`src/design/pbe_pkg.sv`:
```
// Shared types and constants for the piecewise Bezier easing evaluator.
package pbe_pkg;

   // Item operation codes
   localparam logic OP_WRITE = 1'b0;
   localparam logic OP_EVAL  = 1'b1;

   // Graph units per 1.0, a power of two so the final scaling is a shift
   localparam int GRAPH_SHIFT      = 12;
   localparam int GRAPH_RESOLUTION = 1 << GRAPH_SHIFT;

   // Signed width of the scaled value before the final shift
   localparam int QW = 51;

   // One control point as stored in the table
   typedef struct packed {
      logic signed [15:0] cx;
      logic signed [15:0] cy;
      logic signed [15:0] lx;
      logic signed [15:0] ly;
      logic signed [15:0] rx;
      logic signed [15:0] ry;
   } point_type;

   // Sequencer states
   typedef enum logic [3:0] {
      ST_IDLE,
      ST_RD0,
      ST_SRCH,
      ST_T2,
      ST_S2,
      ST_B0,
      ST_B1,
      ST_B2,
      ST_B3,
      ST_ACC,
      ST_CMP,
      ST_DH,
      ST_DL,
      ST_DIV,
      ST_FIN
   } state_type;

endpackage

```
`src/design/pbe_div.sv`:
```
// Floor division of a signed value by the graph resolution, as a registered shift.
module pbe_div (
   input  logic                           clock,
   input  logic                           reset,
   input  logic                           start,
   input  logic signed [pbe_pkg::QW-1:0]  dividend,
   output logic                           done,
   output logic signed [pbe_pkg::QW-1:0]  quotient
);

   logic                          done_ff;
   logic signed [pbe_pkg::QW-1:0] quot_ff;

   // done strobe in the cycle after start
   always_ff @(posedge clock) begin
      if (reset) begin
         done_ff <= 1'b0;
      end else begin
         done_ff <= start;
      end
   end

   // arithmetic shift rounds toward minus infinity
   always_ff @(posedge clock) begin
      if (start) begin
         quot_ff <= dividend >>> pbe_pkg::GRAPH_SHIFT;
      end
   end

   assign done     = done_ff;
   assign quotient = quot_ff;

endmodule

```
`config.mk`:
```
export PLATFORM = sky130hd
export DESIGN_NAME = pbe_div
export DESIGN_NICKNAME = d
export VERILOG_FILES = /design/src/design/pbe_pkg.sv /design/src/design/pbe_div.sv
export SDC_FILE = /design/constraint.sdc
export NUM_CORES = 1
export LEC_CHECK = 0
export BUFFER_PORTS_ARGS = -buffer_cell sky130_fd_sc_hd__buf_2
export CORE_UTILIZATION = 40
export CTS_CLUSTER_SIZE = 14
export DETAILED_ROUTE_END_ITERATION = 10
export HOLD_SLACK_MARGIN = 0.08
export PLACE_DENSITY = 0.82
export SETUP_SLACK_MARGIN = 0.4
export SLEW_MARGIN = 25
export SYNTH_ARGS = -nofsm -noshare
export SYNTH_HDL_FRONTEND = slang
export SYNTH_SLANG_ARGS = --single-unit
```
`constraint.sdc`:
```
create_clock -name clock -period 1.5 [get_ports clock]
set_input_delay 0.15 -clock clock [delete_from_list [all_inputs] [get_ports clock]]
set_output_delay 0.15 -clock clock [all_outputs]
set_load 0.02 [all_outputs]
```
==> qor.yml <==
global_routing:
  grt_pass1_wl_um: 4210
  gr-usage-met3_pct: 8.35
  grt_max_degree: 22
  met2_usage_pct: 33.4
  first_global_vias: 977
  grt_use_met1_pct: 16.3
  busiest_layer: "met2"
  grt_overflow: 0
  gr-usage-all-layers_pct: 17.8
  antenna_found_initial: 0
finish:
  post_route_cells_drive_above_1_share_pct: 55.4
  final_cell_mix: "73 x buf_2, 40 x dlygate4sd3_1, 39 x edfxtp_1"
  final_nets: 239
  seqCellArea_sq_um: 1190
  final_common_cell: "buf_2"
  n_antenna_cell: 0
  fillerInstances: 191
  areaGrowthSynthToFinish_pct: 80.5
  multiInputGateArea_sq_um: 13.8
  fin_cells: 230
floorplan:
  start_util_pct: 42.4
  die_height_um: 58.9
  rows: 20
  ios: 106
  core_sq_um: 3050
  die_w_um: 58.9
  die_area_sq_um: 3470
placed_design:
  globalplace.congestion: 0.622
  portBuffers: 93
  pre_cts_ws_ns: 0.614
  dp.cells: 180
critical_path:
  required_ns: 1.35
  path_class: "reg -> out"
  endpoint_kind: "output port"
  worstPathArrival_ns: 1.11
  cp_max_fo: 7
  start_kind: "flip-flop"
logic_synthesis:
  syn_area_per_cell_sq_um: 24.4
  ys_seq_area_share_pct: 92.0
  netlist_area_sq_um: 1290
  syn_inst: 53
  ys_warn_count: 0
  synth_seq_cells: 40
  synth_nets: 107
  ys_types: 4
power:
  clkPwrFrac_pct: 22.2
  p_sw_uw: 616
  swShare_pct: 26.2
  peakVddDrop_mv: 0.622
  p_int_uw: 1740
  comb_power_share_pct: 20.6
  cellLeakagePower_uw: 0.00102
  pwr-share-seq_pct: 57.2
  power.density_nw_per_um2: 1010
sta:
  setup_viol: 0
  whs_ns: 0.303
  finalMaxSlewViolations: 0
  worst_pin_slew_ns: 0.266
  clock.fmax_mhz: 793
  tns_ns: 0
  hold_viol: 0
  slew-limit-headroom_pct: 82.2
  period_share_pct: 84.1
  worst_slack_ns: 0.239
  layout_min_cycle_time_ns: 1.26
  rsz0062_at_grt: "true"
clock_network:
  cts_root_buf: "clkbuf_4"
  path_clk_slew_ns: 0.12
  clockBufferDepth: 2
  cts.sinks: 40
  cts.htree.levels: 2
  cts_tree: "done"
  cts_buffers: 5
route:
  vias: 962
  drtAntennaViolNets: 0
  post_drt_wl_per_cell_um: 14.4
  drc: 0
  drt_wl_total_um: 3310
  vias_per_cell: 4.18
  drtIter0Drc: 42
  drt_pass1_iterations: 4
min_path:
  min-delay-path-class: "in -> reg"
status:
  status: "complete, no violations"
run:
  maxCapViolations: 0
## worst max-delay path, stage by stage, from the launching register on
cell and delay (ns):
edfxtp_1 0.46, buf_6 0.17, buf_6 0.13
## sequential cells by signal (all words and copies together), names as in the netlist
register / flops
quotient: 39
done: 1
## path summary, 6_finish.rpt
| check | cells after the start | from | slack (ns) | end |
|---|---|---|---|---|
| setup / recovery | 2 | quotient[38]$_DFFE_PP_ | 0.24 | quotient[43] |
| hold / removal | 2 | start | 0.30 | quotient[38]$_DFFE_PP_ |
## per-layer routing
layer	wire length [um]	part of all wire, %
met1	1140	34
met2	1840	55
met3	295	8.9
met4	40	1.2
met5	0	0
## area by class of cell
class	instances	area share, %
clock buffer	7	1.93
clock inverter	1	0.161
tap	44	2.36
sequential	40	51.0
multi-input combinational	1	0.589
timing repair buffer	137	44.0
## stage by stage
stage | utilization [%] | instance area (sq um) | total power [uW]
final | 76.6 | 2340 | 2360
after CTS | 72.8 | 2220 | 2290
after global placement | 57.0 | 1740 | 1690
after floorplan | - | 1290 | 1560
after detailed placement | 57.0 | 1740 | 1700
after global routing | 76.6 | 2340 | 2450
## Yosys cell counts
cell type / instances / area (sq um)
nor2b_4: 1 / 13.8
buf_4: 12 / 90.1
edfxtp_1: 39 / 1170
dfxtp_1: 1 / 20.0
## cell families (layout without fill, tap and decap cells)
kind of cell | after synthesis | count (layout) | synth area share [%]
buffers and inverters | 12 | 145 | 6.96
and+or+nand+nor | 1 | 1 | 1.06
DFF | 40 | 40 | 92.0
## power groups by stage
stage	clock (uW)	sequential, uW	combinational, uW
detailed placement	0	1370	330
CTS	522	1340	430
global route	587	1360	509
finish	523	1350	485
floorplan	0	1490	71.0
global placement	0	1370	325
## repair_timing
action / in CTS / in global routing
gates cloned: 0 / 0
resized for setup: 7 / 35
hold buffers: 40 / 0
buffers inserted: 2 / 0
endpoints found under the setup margin: 13 / 22
hold endpoints to repair: 40 / 0
Note: power is estimated with default switching activity, not from simulation.
